### config.mk
export PLATFORM = sky130hd
export DESIGN_NAME = sito_ram
export DESIGN_NICKNAME = d
export VERILOG_FILES = /design/src/design/sito_ram.sv
export SDC_FILE = /design/constraint.sdc
export NUM_CORES = 1
export LEC_CHECK = 0
export ABC_AREA = 1
export BUFFER_PORTS_ARGS = -buffer_cell sky130_fd_sc_hd__buf_2
export CAP_MARGIN = 25
export CORE_MARGIN = 1.5
export CORE_UTILIZATION = 30
export CTS_BUF_LIST = sky130_fd_sc_hd__clkbuf_4 sky130_fd_sc_hd__clkbuf_8 sky130_fd_sc_hd__clkbuf_16
export CTS_CLUSTER_DIAMETER = 40
export DETAILED_ROUTE_END_ITERATION = 7
export GPL_TIMING_DRIVEN = 0
export SLEW_MARGIN = 10
export SYNTH_ARGS = -nofsm -noshare
export SYNTH_HDL_FRONTEND = slang
export SYNTH_SLANG_ARGS = --single-unit
### constraint.sdc
create_clock -name clk_i -period 1.25 [get_ports clk_i]
set_clock_uncertainty 0.2 [all_clocks]
set_input_delay 0 -clock clk_i [delete_from_list [all_inputs] [get_ports clk_i]]
set_output_delay 0 -clock clk_i [all_outputs]
set_load 0.01 [all_outputs]
### src/design/sito_ram.sv
// Generic single-write, single-read RAM with registered read data.
`timescale 1ns / 1ps
module sito_ram #(
  parameter int unsigned Width = 8,
  parameter int unsigned Depth = 16
) (
  input  logic                     clk_i,
  input  logic                     we_i,
  input  logic [$clog2(Depth)-1:0] waddr_i,
  input  logic [Width-1:0]         wdata_i,
  input  logic [$clog2(Depth)-1:0] raddr_i,
  output logic [Width-1:0]         rdata_o
);

  logic [Width-1:0] mem [Depth];
  logic [Width-1:0] rdata_q;

  always_ff @(posedge clk_i) begin
    if (we_i) begin
      mem[waddr_i] <= wdata_i;
    end
    rdata_q <= mem[raddr_i];
  end

  assign rdata_o = rdata_q;

endmodule

==> Word-level counts from Yosys, hierarchy flattened <==
Memories as Yosys holds them, arrays and structs flattened. A register that Yosys moved wholly into a read port is not among the register bits.
Index checks and enable logic that the tools add are counted.
{ "word_totals": {"ff_bits": 0, "ramBits": 128, "in_bits": 18, "out_inout_bits": 8, "mem_count": 1} }
{ "op_classes": {"mux": 2} }
{ "memory_table": {"columns": ["name", "depth", "width", "read_ports", "rd_ports_with_merged_regs", "write_ports", "line", "rtl"], "rows": [
  ["mem", 16, 8, 1, 1, 1, "15", "logic [Width-1:0] mem [Depth];"]
]} }
{ "op_table": {"columns": ["op", "count"], "rows": [
  ["$mux W1", 2]
]} }

==> Logic depth before layout (Yosys ltp) <==
Gate-level depths: netlist of run 1.
{ "depth": {"depth_word": 2, "mapped_depth": 8, "depth_no_buf": 7} }

==> Worst setup path after synthesis of run 1 <==
Ideal clock, no wire load.
{ "synth_path": {"kind": "input-to-reg", "startpoint": "input waddr_i[3]", "endpoint": "memory mem[4][0], enable pin", "setup_ns": 0.370, "t_arrival_ns": 0.581, "required_ns": 0.680, "setup_slack_ns": 0.099, "stages": 2, "cell_sequence": "nand3b_1 nor2_1"} }
{ "synth_rtl": {"columns": ["item", "line", "rtl"], "rows": [
  ["start, declared", "9", "input logic [$clog2(Depth)-1:0] waddr_i,"],
  ["end, declared", "15", null]
]} }
No word-level cell before the write port.

==> Worst setup path in the final report of run 1 <==
{ "layout_path": {"startpoint": "input waddr_i[2]", "endpoint": "memory mem[8][5], enable pin"} }
No word-level cell before the write port.

==> results of run 1 <==
worst max path at each step:
stage,startpoint,endpoint,slack [ns],cells past startpoint
global placement,waddr_i[3],mem[7][5]$_DFFE_PP_,-0.53,3
CTS,mem[14][3]$_DFFE_PP_,rdata_o[3]$_DFF_P_,0.01,6
floorplan,waddr_i[3],mem[4][0]$_DFFE_PP_,0.1,2
detailed placement,waddr_i[3],mem[4][0]$_DFFE_PP_,-0.53,3
finish,waddr_i[2],mem[8][5]$_DFFE_PP_,0.02,3
global route,mem[14][3]$_DFFE_PP_,rdata_o[3]$_DFF_P_,-0.009,6
routing by layer:
| layer | share of wire [%] | wire (µm) |
|---|---|---|
| met5 | 0 | 0 |
| met4 | 1.9 | 282 |
| met3 | 7.2 | 1040 |
| met2 | 45 | 6590 |
| met1 | 46 | 6630 |
flip-flops by register name, summed over array words and instances, names as in the netlist:
register and count:
mem 128, rdata_o 8
cells by family after synthesis:
logic type / synth area share [%]
DFF: 69.4
buffers and inverters: 9.52
and+or+nand+nor: 21.0
synth_stat cells:
| master | instances | share of area, % |
|---|---|---|
| nand3b_1 | 2 | 0.26 |
| edfxtp_1 | 128 | 67 |
| buf_4 | 4 | 0.52 |
| inv_2 | 2 | 0.13 |
| nand2_1 | 173 | 11 |
| nor2_1 | 17 | 1.1 |
| buf_1 | 1 | 0.065 |
| inv_1 | 100 | 6.5 |
| dfxtp_1 | 8 | 2.8 |
| buf_2 | 13 | 1.1 |
| nand3_1 | 97 | 8.4 |
| buf_6 | 6 | 1.2 |
layout make-up:
cell class              instances  area (µm²)  share of cell area, %
plain buffers                  24         166                   2.38
clock buffers                  18         433                   6.20
clock inverters                14         158                   2.26
inverters                     102         383                   5.48
multi-input cells             289        1280                   18.3
flip-flops and latches        136        4000                   57.3
well taps                     234         293                   4.19
repair buffers                 38         270                   3.87
critical path, stage by stage:
cell	delay (ns)
buf_2	0.12
nand3b_1	0.24
nor2_1	0.72
power by group:
part           internal (mW)  switching (mW)
Combinational          0.235           0.507
Sequential              5.10          0.0228
Clock                   3.12            1.85
Total                   8.46            2.38
repair_timing:
item	CTS	global route
resized for setup	5	13
pin swaps	0	4
hold endpoints to repair	152	8
buffers inserted	0	0
endpoints found under the setup margin	40	30
==> run summary, run 1 <==
outcome: finished with violations
Final period util: 98.7%
post-synthesis cell count: 551
# DRC: 0
Die Area: 20100 µm²
clock buffer depth: 2
sequential area share after synthesis: 69.4%
maximum clock frequency: 810 MHz
Top Usage Layer GRT: met2
pre-CTS WS: -0.534 ns
GRT Util Overall: 15.6%
Die X: 142 µm
number of detailed-route iterations in the first pass: 5
Final Instance Count excl. Fillers: 855
unrepaired setup endpoints after global routing: true
Crit path required time: 1.09 ns
cells on worst reg2reg path: 6
Final GP Congestion: 0.793
antenna cells: 0
Clock Sinks: 136
Synth Net Count: 569
GRT overflow: 0
PortBufs: 22
Fin Setup TNS: 0 ns
M2 GR Usage: 22.9%
number of vias per cell: 4.52
cts hold-fix bufs: 16
Ports: 26
Seq cells post-synth: 136
Placed Cells: 807
pin count of the biggest net entering global routing: 17
peak supply drop: 724 µV
Worst Setup Start Kind: input pin
Area after DPL: 6170 µm²
Layout Nets: 626
FP Rows: 50
met1 usage: 21.7%
Ys Warns: 0
Post-Layout Inst Area: 6990 µm²
failing checks: negative hold slack
initial antenna violation count: 0
remaining antenna violation count: 0
Total Power: 10.8 mW
Reg2Reg Setup Slack: 0.05 ns
DR vias: 3865
worst hold start: waddr_i[0]
Clock transition at path regs: 0.06 ns
CP Data Arrival Time: 1.08 ns
vias in the first global route: 3730
clock tree from TritonCTS: yes
Clk Latency, worst-skew pair: 0.42 ns
Iteration-0 DRC Markers: 428
fin util: 37.2%
Cell Pwr Density: 1550 nW/µm²
commonest non-fill, non-tap cell in the layout: nand2_1
Post-Route WL: 14500 µm
most frequent cells in the layout: nand2_1 (171), edfxtp_1 (128), inv_1 (100)
first-pass GRT wire length: 22300 µm
Crit. End Element: register
Hold Slack: -0.0267 ns
WHS Endpoint: mem[7][2]$_DFFE_PP_
M3 GR Usage: 3.88%
initial core utilization: 30.7%
setup ws final: 0.0158 ns
Reg2Reg Launch Point: mem[11][0]$_DFFE_PP_
H-tree levels: 4
Final setup viols: 0
MaxCap Viol Count: 0
Leakage: 2.97 nW
Vert. Die Dim: 142 µm
Area growth syn-to-layout: 21.1%
Worst Hold Class: input pin to register
Fin. Hold Viols: 8
Reg2Reg Capture Point: rdata_o[0]$_DFF_P_
Hold Path Stages: 3
Worst Max-Slew Pin Slew: 0.886 ns
TritonCTS buffer count: 17
DPL Wire Length: 9170 µm
critical path fanouts, max: 8
core area: 18800 µm²
Post-Syn Area per Cell: 10.5 µm²
root buffer selected by CTS: clkbuf_16
relative slew slack: 40.7%
final slew viol count: 0
layout cells sized above 1: 15.0%
layout filler cell count: 1822
Yosys cell types: 12
synthesized cell area: 5770 µm²
crit path time final: 1.23 ns
drt wl/cell: 17.0 µm
critical path type: input pin to register
No activity file was read; power rests on OpenSTA's default activity.
==> run 2, diff against run 1 <==
--- a/config.mk
+++ b/config.mk
@@ -10,7 +10,6 @@
 export CAP_MARGIN = 25
 export CORE_MARGIN = 1.5
 export CORE_UTILIZATION = 30
-export CTS_BUF_LIST = sky130_fd_sc_hd__clkbuf_4 sky130_fd_sc_hd__clkbuf_8 sky130_fd_sc_hd__clkbuf_16
 export CTS_CLUSTER_DIAMETER = 40
 export DETAILED_ROUTE_END_ITERATION = 7
 export GPL_TIMING_DRIVEN = 0
==> run summary, run 2 (synthesized netlist as in run 1, its figures left out) <==
outcome: finished with violations
failing checks: negative hold slack
DPL Wire Length: 9170 µm
clock buffer depth: 2
peak supply drop: 722 µV
H-tree levels: 4
commonest non-fill, non-tap cell in the layout: nand2_1
critical path fanouts, max: 8
top routing layer in use: met4
setup ws final: 0.0164 ns
vias in the first global route: 3716
core area: 18800 µm²
antenna cells: 0
Crit path required time: 1.09 ns
Final setup viols: 0
MaxCap Viol Count: 0
Largest register FFs: 128
Worst Hold Class: input pin to register
root buffer selected by CTS: clkbuf_16
Final period util: 98.7%
initial core utilization: 30.7%
Layout Nets: 626
cells on worst reg2reg path: 6
Clk Latency, worst-skew pair: 0.42 ns
unrepaired setup endpoints after global routing: true
crit-path max cell delay: 0.72 ns
GRT Util Overall: 15.5%
first-pass GRT wire length: 22200 µm
critical path type: input pin to register
metal2 WL: 6560 µm
Die Area: 20100 µm²
Die X: 142 µm
Fin. Hold Viols: 8
Worst setup endpoint: mem[8][5]$_DFFE_PP_
Crit. End Element: register
CP max stage cell: nor2_1
Leakage: 2.97 nW
initial antenna violation count: 0
Reg2Reg Capture Point: rdata_o[0]$_DFF_P_
pre-CTS WS: -0.534 ns
post-CTS setup repair buffer count: 0
TritonCTS buffer count: 17
Iteration-0 DRC Markers: 424
Cell Chain, Critical Path: buf_2 > nand3b_1 > nor2_1
layout cells sized above 1: 15.1%
Area growth syn-to-layout: 21.2%
# DRC: 0
remaining antenna violation count: 0
Reg2Reg Setup Slack: 0.04 ns
Vert. Die Dim: 142 µm
Clock Sinks: 136
WL met3: 1050 µm
CP Data Arrival Time: 1.08 ns
GRT overflow: 0
most frequent cells in the layout: nand2_1 (171), edfxtp_1 (128), inv_1 (100)
crit path time final: 1.23 ns
DR vias: 3903
Clock transition at path regs: 0.06 ns
Placed Cells: 807
clock tree from TritonCTS: yes
Critical Path Source: waddr_i[2]
maximum clock frequency: 811 MHz
Final Instance Count excl. Fillers: 855
Worst Setup Start Kind: input pin
Worst Max-Slew Pin Slew: 0.885 ns
Post-Route WL: 14500 µm
PortBufs: 22
final slew viol count: 0
largest register by flop count: mem
Reg2Reg Launch Point: mem[11][0]$_DFFE_PP_
cts hold-fix bufs: 16
relative slew slack: 40.8%
DRT met1 WL: 6590 µm
number of detailed-route iterations in the first pass: 5
drt wl/cell: 16.9 µm
Hold Slack: -0.0281 ns
number of vias per cell: 4.56
pin count of the biggest net entering global routing: 17
Final GP Congestion: 0.793
Cell Pwr Density: 1550 nW/µm²
fin util: 37.3%
Ports: 26
FP Rows: 50
## run 2: final cells by class
cell class | instances | area [µm²]
buffer | 24 | 166
clock buffer | 18 | 429
clock inverter | 14 | 158
fill | 1822 | 11800
inverter | 102 | 383
multi-input combinational | 289 | 1290
sequential | 136 | 4000
tap | 234 | 293
timing repair buffer | 38 | 270
## run 2: worst min path at each step
stage / cells after the start / end / slack, ns / startpoint
2_1_floorplan: 0 / mem[0][0]$_DFFE_PP_ / -0.10 / wdata_i[0]
3_3_place_gp: 1 / rdata_o[3] / 0.20 / rdata_o[3]$_DFF_P_
3_5_place_dp: 1 / rdata_o[2] / 0.20 / rdata_o[2]$_DFF_P_
4_1_cts: 3 / mem[7][2]$_DFFE_PP_ / -0.03 / waddr_i[1]
5_1_grt: 3 / mem[7][2]$_DFFE_PP_ / -0.02 / waddr_i[0]
6_report: 3 / mem[7][2]$_DFFE_PP_ / -0.03 / waddr_i[0]
## run 2: worst max-delay path, delay by kind of cell
family | cells | cell delay [ns]
simple gates | 2 | 0.96
buf+inv | 1 | 0.12
## run 2: repair_timing
item	4_1_cts	5_1_grt
gates resized for setup	5	15
setup endpoints to repair	32	30
pin swaps	0	4
cloned	0	0
endpoints found under the hold margin	152	8
## run 2: report_power, final
group	internal, mW	switching, mW
clock	3.10	1.84
sequential	5.10	0.0226
combinational	0.236	0.509
total	8.44	2.38
## run 2: routing by layer
layer | up-vias | GRT usage, %
met2 | 160 | 22.6
met1 | 1826 | 21.9
met3 | 21 | 3.88
met4 | 0 | 6.89
li1 | 1896 | -
met5 | - | 0
## run 2: through the flow
step / cell area (µm²) / TNS [ns] / power, mW
CTS: 6930 / 0 / 10.8
global placement: 6170 / -45.22 / 5.89
floorplan: 5770 / 0 / 5.59
global route: 6990 / -0.0134 / 11.2
detailed placement: 6170 / -47.72 / 5.90
finish: 6990 / 0 / 10.8
