`config.mk`:
```
export PLATFORM = sky130hd
export DESIGN_NAME = sito_seq
export DESIGN_NICKNAME = d
export VERILOG_FILES = /design/src/design/sito_pkg.sv /design/src/design/sito_seq.sv
export SDC_FILE = /design/constraint.sdc
export NUM_CORES = 1
export LEC_CHECK = 0
export BUFFER_PORTS_ARGS = -buffer_cell sky130_fd_sc_hd__buf_2
export CORE_MARGIN = 2
export CORE_UTILIZATION = 40
export CTS_BUF_LIST = sky130_fd_sc_hd__clkbuf_4 sky130_fd_sc_hd__clkbuf_8
export DETAILED_ROUTE_END_ITERATION = 10
export GPL_ROUTABILITY_DRIVEN = 0
export PLACE_DENSITY_LB_ADDON = 0.3
export SETUP_SLACK_MARGIN = 0.2
export SYNTH_ARGS = -nofsm -noshare
export SYNTH_HDL_FRONTEND = slang
export SYNTH_SLANG_ARGS = --single-unit
```
`constraint.sdc`:
```
create_clock -name clk_i -period 6.9 [get_ports clk_i]
set_input_delay 1.38 -clock clk_i [delete_from_list [all_inputs] [get_ports clk_i]]
set_output_delay 1.38 -clock clk_i [all_outputs]
set_load 0.05 [all_outputs]
```
`src/design/sito_pkg.sv`:
```
// Shared types and constants for the sorted id/offset table.
`timescale 1ns / 1ps
package sito_pkg;

  localparam int unsigned TableDepth = 4096;
  localparam int unsigned AddrW      = $clog2(TableDepth);
  localparam int unsigned CntW       = AddrW + 1;
  localparam int unsigned KeyW       = 64;

  typedef enum logic [2:0] {
    ActClear    = 3'd0,
    ActLoad     = 3'd1,
    ActById     = 3'd2,
    ActByOffset = 3'd3,
    ActResolve  = 3'd4
  } action_e;

  typedef enum logic [1:0] {
    StOk   = 2'd0,
    StMiss = 2'd1,
    StFull = 2'd2
  } status_e;

  typedef struct packed {
    logic [KeyW-1:0] offset;
    logic [KeyW-1:0] id;
  } entry_t;

  localparam int unsigned EntryW = $bits(entry_t);

  typedef struct packed {
    status_e         status;
    logic [KeyW-1:0] answer;
  } res_t;

  typedef struct packed {
    logic             we;
    logic [AddrW-1:0] waddr;
    entry_t           wdata;
    logic [AddrW-1:0] raddr;
  } ram_req_t;

endpackage

```
`src/design/sito_seq.sv`:
```
// Sequencer: binary search, sorted insert shift and linear scan over the table RAM.
`timescale 1ns / 1ps
module sito_seq (
  input  logic                      clk_i,
  input  logic                      rst_ni,
  input  logic                      in_valid_i,
  output logic                      in_ready_o,
  input  logic [2:0]                in_action_i,
  input  logic [sito_pkg::KeyW-1:0] in_key_i,
  input  logic [sito_pkg::KeyW-1:0] in_offset_i,
  input  logic [sito_pkg::KeyW-1:0] base_i,
  output sito_pkg::ram_req_t        ram_o,
  input  sito_pkg::entry_t          rdata_i,
  output logic                      res_valid_o,
  output sito_pkg::res_t            res_o,
  input  logic                      out_free_i
);
  import sito_pkg::*;

  typedef enum logic [6:0] {
    SIdle   = 7'b0000001,
    SBs     = 7'b0000010,
    SBsWait = 7'b0000100,
    SChk    = 7'b0001000,
    SShift  = 7'b0010000,
    SScan   = 7'b0100000,
    SDone   = 7'b1000000
  } state_e;

  state_e           state_q, state_d;
  logic [CntW-1:0]  count_q, count_d;
  logic [CntW-1:0]  lo_q, lo_d;
  logic [CntW-1:0]  hi_q, hi_d;
  logic [AddrW-1:0] mid_q, mid_d;
  logic [CntW-1:0]  cur_q, cur_d;
  logic             rv_q, rv_d;
  logic [AddrW-1:0] wa_q, wa_d;
  logic [2:0]       act_q, act_d;
  logic [KeyW-1:0]  key_q, key_d;
  logic [KeyW-1:0]  eoff_q, eoff_d;
  res_t             res_q, res_d;
  logic [CntW-1:0]  mid;
  logic             go_right;

  always_comb begin
    state_d  = state_q;
    count_d  = count_q;
    lo_d     = lo_q;
    hi_d     = hi_q;
    mid_d    = mid_q;
    cur_d    = cur_q;
    rv_d     = rv_q;
    wa_d     = wa_q;
    act_d    = act_q;
    key_d    = key_q;
    eoff_d   = eoff_q;
    res_d    = res_q;
    in_ready_o  = 1'b0;
    res_valid_o = 1'b0;
    ram_o.we    = 1'b0;
    ram_o.waddr = wa_q;
    ram_o.wdata = rdata_i;
    ram_o.raddr = '0;
    mid      = lo_q + ((hi_q - lo_q) >> 1);
    go_right = (act_q == ActLoad) ? (rdata_i.id <= key_q) : (rdata_i.id < key_q);

    case (state_q)
      SIdle: begin
        in_ready_o = rst_ni;
        if (in_valid_i) begin
          act_d  = in_action_i;
          key_d  = in_key_i;
          eoff_d = in_offset_i;
          lo_d   = '0;
          hi_d   = count_q;
          cur_d  = '0;
          rv_d   = 1'b0;
          res_d  = '{status: StMiss, answer: '0};
          case (in_action_i)
            ActClear: begin
              count_d = '0;
              res_d   = '{status: StOk, answer: '0};
              state_d = SDone;
            end
            ActLoad: begin
              if (count_q >= CntW'(TableDepth)) begin
                res_d   = '{status: StFull, answer: '0};
                state_d = SDone;
              end else begin
                state_d = SBs;
              end
            end
            ActById, ActResolve: state_d = SBs;
            ActByOffset: state_d = SScan;
            default: state_d = SDone;
          endcase
        end
      end
      SBs: begin
        if (lo_q < hi_q) begin
          ram_o.raddr = mid[AddrW-1:0];
          mid_d       = mid[AddrW-1:0];
          state_d     = SBsWait;
        end else if (act_q == ActLoad) begin
          cur_d   = count_q;
          rv_d    = 1'b0;
          state_d = SShift;
        end else if (lo_q < count_q) begin
          ram_o.raddr = lo_q[AddrW-1:0];
          state_d     = SChk;
        end else begin
          state_d = SDone;
        end
      end
      SBsWait: begin
        if (go_right) begin
          lo_d = {1'b0, mid_q} + CntW'(1);
        end else begin
          hi_d = {1'b0, mid_q};
        end
        state_d = SBs;
      end
      SChk: begin
        if (rdata_i.id == key_q) begin
          res_d.status = StOk;
          res_d.answer = (act_q == ActResolve) ? base_i + rdata_i.offset : rdata_i.offset;
        end
        state_d = SDone;
      end
      SShift: begin
        // entry read last cycle moves up by one slot
        if (rv_q) begin
          ram_o.we    = 1'b1;
          ram_o.waddr = wa_q;
          ram_o.wdata = rdata_i;
        end
        if (cur_q > lo_q) begin
          ram_o.raddr = cur_q[AddrW-1:0] - AddrW'(1);
          wa_d        = cur_q[AddrW-1:0];
          cur_d       = cur_q - CntW'(1);
          rv_d        = 1'b1;
        end else begin
          rv_d = 1'b0;
          if (!rv_q) begin
            ram_o.we    = 1'b1;
            ram_o.waddr = lo_q[AddrW-1:0];
            ram_o.wdata = '{offset: eoff_q, id: key_q};
            count_d     = count_q + CntW'(1);
            res_d       = '{status: StOk, answer: '0};
            state_d     = SDone;
          end
        end
      end
      SScan: begin
        if (rv_q && (rdata_i.offset == key_q)) begin
          res_d   = '{status: StOk, answer: rdata_i.id};
          rv_d    = 1'b0;
          state_d = SDone;
        end else if (cur_q < count_q) begin
          ram_o.raddr = cur_q[AddrW-1:0];
          cur_d       = cur_q + CntW'(1);
          rv_d        = 1'b1;
        end else begin
          rv_d = 1'b0;
          if (!rv_q) begin
            state_d = SDone;
          end
        end
      end
      SDone: begin
        res_valid_o = 1'b1;
        if (out_free_i) begin
          state_d = SIdle;
        end
      end
      default: state_d = SIdle;
    endcase
  end

  always_ff @(posedge clk_i or negedge rst_ni) begin
    if (!rst_ni) begin
      state_q <= SIdle;
      count_q <= '0;
      rv_q    <= 1'b0;
    end else begin
      state_q <= state_d;
      count_q <= count_d;
      rv_q    <= rv_d;
    end
  end

  always_ff @(posedge clk_i) begin
    lo_q   <= lo_d;
    hi_q   <= hi_d;
    mid_q  <= mid_d;
    cur_q  <= cur_d;
    wa_q   <= wa_d;
    act_q  <= act_d;
    key_q  <= key_d;
    eoff_q <= eoff_d;
    res_q  <= res_d;
  end

  assign res_o = res_q;

endmodule
```
# Yosys cells after proc, flatten, opt, wreduce, memory -nomap -nowiden
# Index checks and enable logic that the tools add are counted.
# word_totals
in_bits,327
wordCells,134
out_inout_bits,221
register_bits,281
# op_classes
mux,59
reduce_logical,17
n_lt_le_gt_ge,7
n_eq_ne,30
n_addsub,8
# ops
operator,n
141-bit two-way mux,4
66-bit two-way mux,6
66-bit case mux with 4 select lines,1
13-bit two-way mux,13
66-bit case mux with 2 select lines,1
64-bit == test,2
13-bit case mux with 2 select lines,3
12-bit two-way mux,6
7-bit two-way mux,10
64-bit adder,1
64-bit <= comparator,1
64-bit less-than comparator,1
64-bit two-way mux,1
13-bit case mux with 4 select lines,1
7-bit case mux with 7 select lines,1
13-bit less-than comparator,3
12-bit case mux with 3 select lines,1
"13-bit by 1-bit adder with 13-bit output, second input constant",2
"2-bit != test, second input constant",13
7-bit case mux with 3 select lines,1
"12-bit by 1-bit adder with 13-bit output, second input constant",1
"13-bit >= comparator, second input constant",1
13-bit greater-than comparator,1
"13-bit by 1-bit subtractor with 13-bit output, second input constant",1
28 further kinds,45

# Longest topological paths before layout
# depth
depth_word,5
ltp_mapped,20
ltp_nobuf,20

# Worst setup path after synthesis
# OpenSTA, ideal clock, no wires.
# synth_timing
kind,input to register
startpoint,in rdata_i[57] in the netlist's numbering
endpoint,"reg res_q, in the netlist res_o[0] (enable)"
n_path_buf,0
required_ns,6.329
path_slack_ns,-1.025
t_arrival_ns,7.354
path_stages,11
setup_time_ns,0.571
cell_sequence,ha_1 nand4_1 nor3_1 nand2_1 nor3_1 nand3_1 nor2_1 nand4_1 o21ai_0 nand2_1 nor3_1
# synth_via
elab_chain_cells,3
# synth_rtl
element,line,source
"start, declared",sito_seq.sv:13,"input sito_pkg::entry_t rdata_i,"
64-bit == test,sito_seq.sv:124,if (rdata_i.id == key_q) begin
2-bit != test (no source line),n/a,
6-bit AND reduction (no source line),n/a,
"end signal, assigned",sito_seq.sv:201,res_q <= res_d;
"end, declared",sito_seq.sv:41,"res_t res_q, res_d;"
# No other way between the ends.
# A chain may end at the register's enable or synchronous reset.

==> metrics.md <==
| Metric | Value |
|---|---|
| Pins Over Slew Limit | 0 |
| Worst Setup SP | lo_q[0] |
| Post-Syn Area | 0.0212 mm^2 |
| TritonCTS clock tree | yes |
| Worst-margin pin slew | 1.17 ns |
| Seq/Total Area, Yosys | 39.4% |
| Placed standard-cell area | 0.0247 mm^2 |
| I/O Buffers | 547 |
| Post-synth EDFFs | 260 |
| Num rows | 84 |
| Initial Util | between 40% and 50% |
| Final setup fails | 0 |
| DR WL/cell | 25.1 um |
| Detail Route Antenna Nets | 0 |
| DIE WIDTH | 234 um |
| R2r setup slk | 2.05 ns |
| Drt first pass iters | 6 |
| # DRC | 0 |
| DR vias/cell | 5.93 |
| Most common cell type on the critical path | xnor2_1 |
| Post-DP HPWL | ~67,000 um |
| Layout Cells excl Fill | between 3,000 and 4,000 |
| Yosys top cell area share | between 30% and 40% |
| Area leader, netlist | edfxtp_1 |
| WP depth | 20 |
| Maxcap violations | 0 |
| RSZ-0062 raised after global routing | no |
| Global-route wire length before repair | 124,000 um |
| Largest net degree at the start of global routing | 87 |
| Core area | 0.0524 mm^2 |
| Sw Ratio | 47.0% |
| Worst reg2reg startpoint | key_q[59] |
| Gate power share | 49.0% |
| Inst Count DP | about 3,300 |
| CP top delay family | compound AO/OA/AOI/OAI gates |
| Yosys cell types | 81 |
| Critical Path RT | 5.52 ns |
| CP Launch Type | flop |
| Clk sinks | about 280 |
| Num CTS Buffers | 55 |
| Hold Crit Depth | 1 |
| Clock power share | between 15 and 20% |
| VDD IR max | 0.000310 V |
| Worst path cell trace | ha_1 -> fa_1 -> nor2b_1 -> o21ai_0 -> a21boi_1 -> o21ai_0 -> a21oi_1 -> a41oi_1 -> nor2b_1 -> xnor2_1 -> ha_1 -> inv_1 -> o22ai_1 -> a211o_1 -> a21oi_1 -> xnor2_1 -> xnor2_1 -> a22oi_1 -> o211ai_1 -> clkbuf_4 |
| Initial DRC Count | 1,909 |
| Total GRT Usage | a little under a third |
| Net Switching | 4370 uW |
| Root buffer cell | clkbuf_8 |
| Area contributors post-synth | edfxtp_1 (37%), ha_1 (12%), mux2_2 (7.9%) |
| Worst Hold Class | flop to flop |
| Worst-path clk slew | approximately 0.060 ns |
| Final wirelength | 85,600 um |
| Fmax achieved | 158 MHz |
| Vias in the first global route | 20,027 |
| Post-route setup slack | approximately 0.58 ns |
| Bufs on Longest Clock Path | 3 |
| Sum Neg Setup Slack | 0 ns |
| Outcome | complete, no violations |
| Worst R2R Path Depth | 13 |
| Clk_lat worst skew | 0.68 ns |
| Worst path bufs/invs | 2 |
| Hold Startpoint | count_q[9] |
| Nets@finish | 3,212 |
| Gate Count Post-Synth | 2,122 |
| Fin crit share | about nine tenths |
| Fraction of registers with async set/reset | 7.47% |
| Share of power burned in registers | 32.7% |
| Grt ovf | 0 |
| Syn Nets | 2,656 |
| Initial antenna violation count | 8 |
| Chip Height | 234 um |
| Syn-to-layout area delta | 22.0% |
| Max-Slew Margin vs Limit | 21.4% |
| Max stage delay on crit path | 0.43 ns |
| Place WS | 0.961 ns |
| Lkg Pwr | 0.0112 uW |
| Total number of vias | between 20,000 and 25,000 |
| Setup crit end kind | output port |
| Arrival @ worst endpoint | 4.94 ns |
| Worst Setup Path Type | flop to output port |
| Slowest CP cell | edfxtp_1 |
| # IOs | 548 |
| Top_reg_cell synth | edfxtp_1 |
| #FFs+latches synth | 281 |
| H-tree depth | 2 |
| Die ar. | 0.0547 mm^2 |
| Design area | 0.0258 mm^2 |
| Fin crit period | 6.32 ns |
| PwrDens | 360 mW/mm^2 |
| Worst Clk Skew | slightly above 0.04 ns |
| Final hold violations | 0 |
| Internal | roughly 4900 uW |
| Ys Warns | 0 |
| CP max FO | 5 |
| Share of cells above drive strength 1 | 30.9% |
| Hold Buf Count CTS | 0 |
| Avg Cell Area, Syn | 9.97 um^2 |
worst paths after layout:
kind,endpoint
max reg2reg,res_o[45]
max,ram_o[11]
min in group asynchronous,count_q[11]
min reg2reg,hi_q[9]
max in group asynchronous,state_q[0]
min,hi_q[9]
power by group through the flow:
stage / Combinational [uW] / Clock [uW] / Sequential [uW]
floorplan: 2480 / 0 / 3600
global placement: 4370 / 0 / 3050
detailed placement: 4490 / 0 / 3060
CTS: 4510 / 1730 / 3030
global route: 4910 / 1800 / 3090
finish: 4560 / 1700 / 3040
Yosys cell counts (all sizes together), types with 30 or more instances:
cell and count:
edfxtp 260, nor2 112, nand3 42, inv 138, xor2 50, nor3 30, a21o 79, o21ai 147
nand2 168, nand4 64, a21oi 159, mux2 149, a22oi 33, clkbuf 52, ha 203, xnor2 95
through the flow:
step / hold slack [ns] / util (%) / power, uW
floorplan: 0.491 / - / 6080
global placement: 0.548 / 47.1 / 7420
detailed placement: 0.574 / 47.1 / 7550
CTS: 0.586 / 49.1 / 9270
global route: 0.606 / 49.2 / 9800
finish: 0.590 / 49.2 / 9290
sequential cells by signal, indices dropped and copies added (netlist names):
signal	count
res_o	66
eoff_q	64
key_q	64
count_q	13
cur_q	13
hi_q	13
lo_q	13
mid_q	12
wa_q	12
state_q	7
act_q	3
rv_q	1
cells by family (layout without fill, tap and decap cells):
kind of cell	Yosys count	after routing	share of synthesized area (%)
fa+ha+maj	207	207	12.4
other cells	0	7	0
simple gates	537	537	12.5
buf+inv	210	809	3.82
compound gates	590	590	17.8
flops	281	281	39.4
mux	152	152	8.07
xor+xnor	145	145	6.00
cell type report:
type | instances | area [um^2]
Inverter | 138 | 523
Multi-Input combinational cell | 1631 | 12100
Timing Repair Buffer | 571 | 2950
Clock buffer | 73 | 898
Clock inverter | 27 | 163
Antenna cell | 7 | 17.5
Tap cell | 688 | 861
Sequential cell | 281 | 8330
Fill cell | 4930 | 26600
layer usage:
metal / wire, um / track usage, % / part of all wire, % / vias up
met3: 7570 / 5.97 / 8.8 / 195
met2: 39900 / 50.7 / 47 / 1175
li1: - / - / - / 9121
met5: 32 / 0 / 0.037 / -
met4: 3400 / 12.3 / 4.0 / 6
met1: 34700 / 39.1 / 40 / 9745
timing repair:
| action | in CTS | in global routing |
|---|---|---|
| setup endpoints to repair | 0 | 1 |
| buffers inserted | 0 | 5 |
| resized for setup | 0 | 2 |
layout by cell type, fill, tap and decap left out, types with 20 or more instances in the layout:
cell type  instances
a21o_1            79
a21oi_1          158
a22oi_1           33
buf_2            546
buf_4             22
clkbuf_8          56
dfrtp_1           20
edfxtp_1         260
ha_1             203
inv_1            136
mux2_2           149
nand2_1          166
nand2b_1          21
nand3_1           41
nand4_1           64
nor2_1           110
nor2b_1           21
nor3_1            28
o21ai_0          145
o21bai_1          20
o22ai_1           20
xnor2_1           95
xor2_1            50
(Power assumes the default switching activity.)
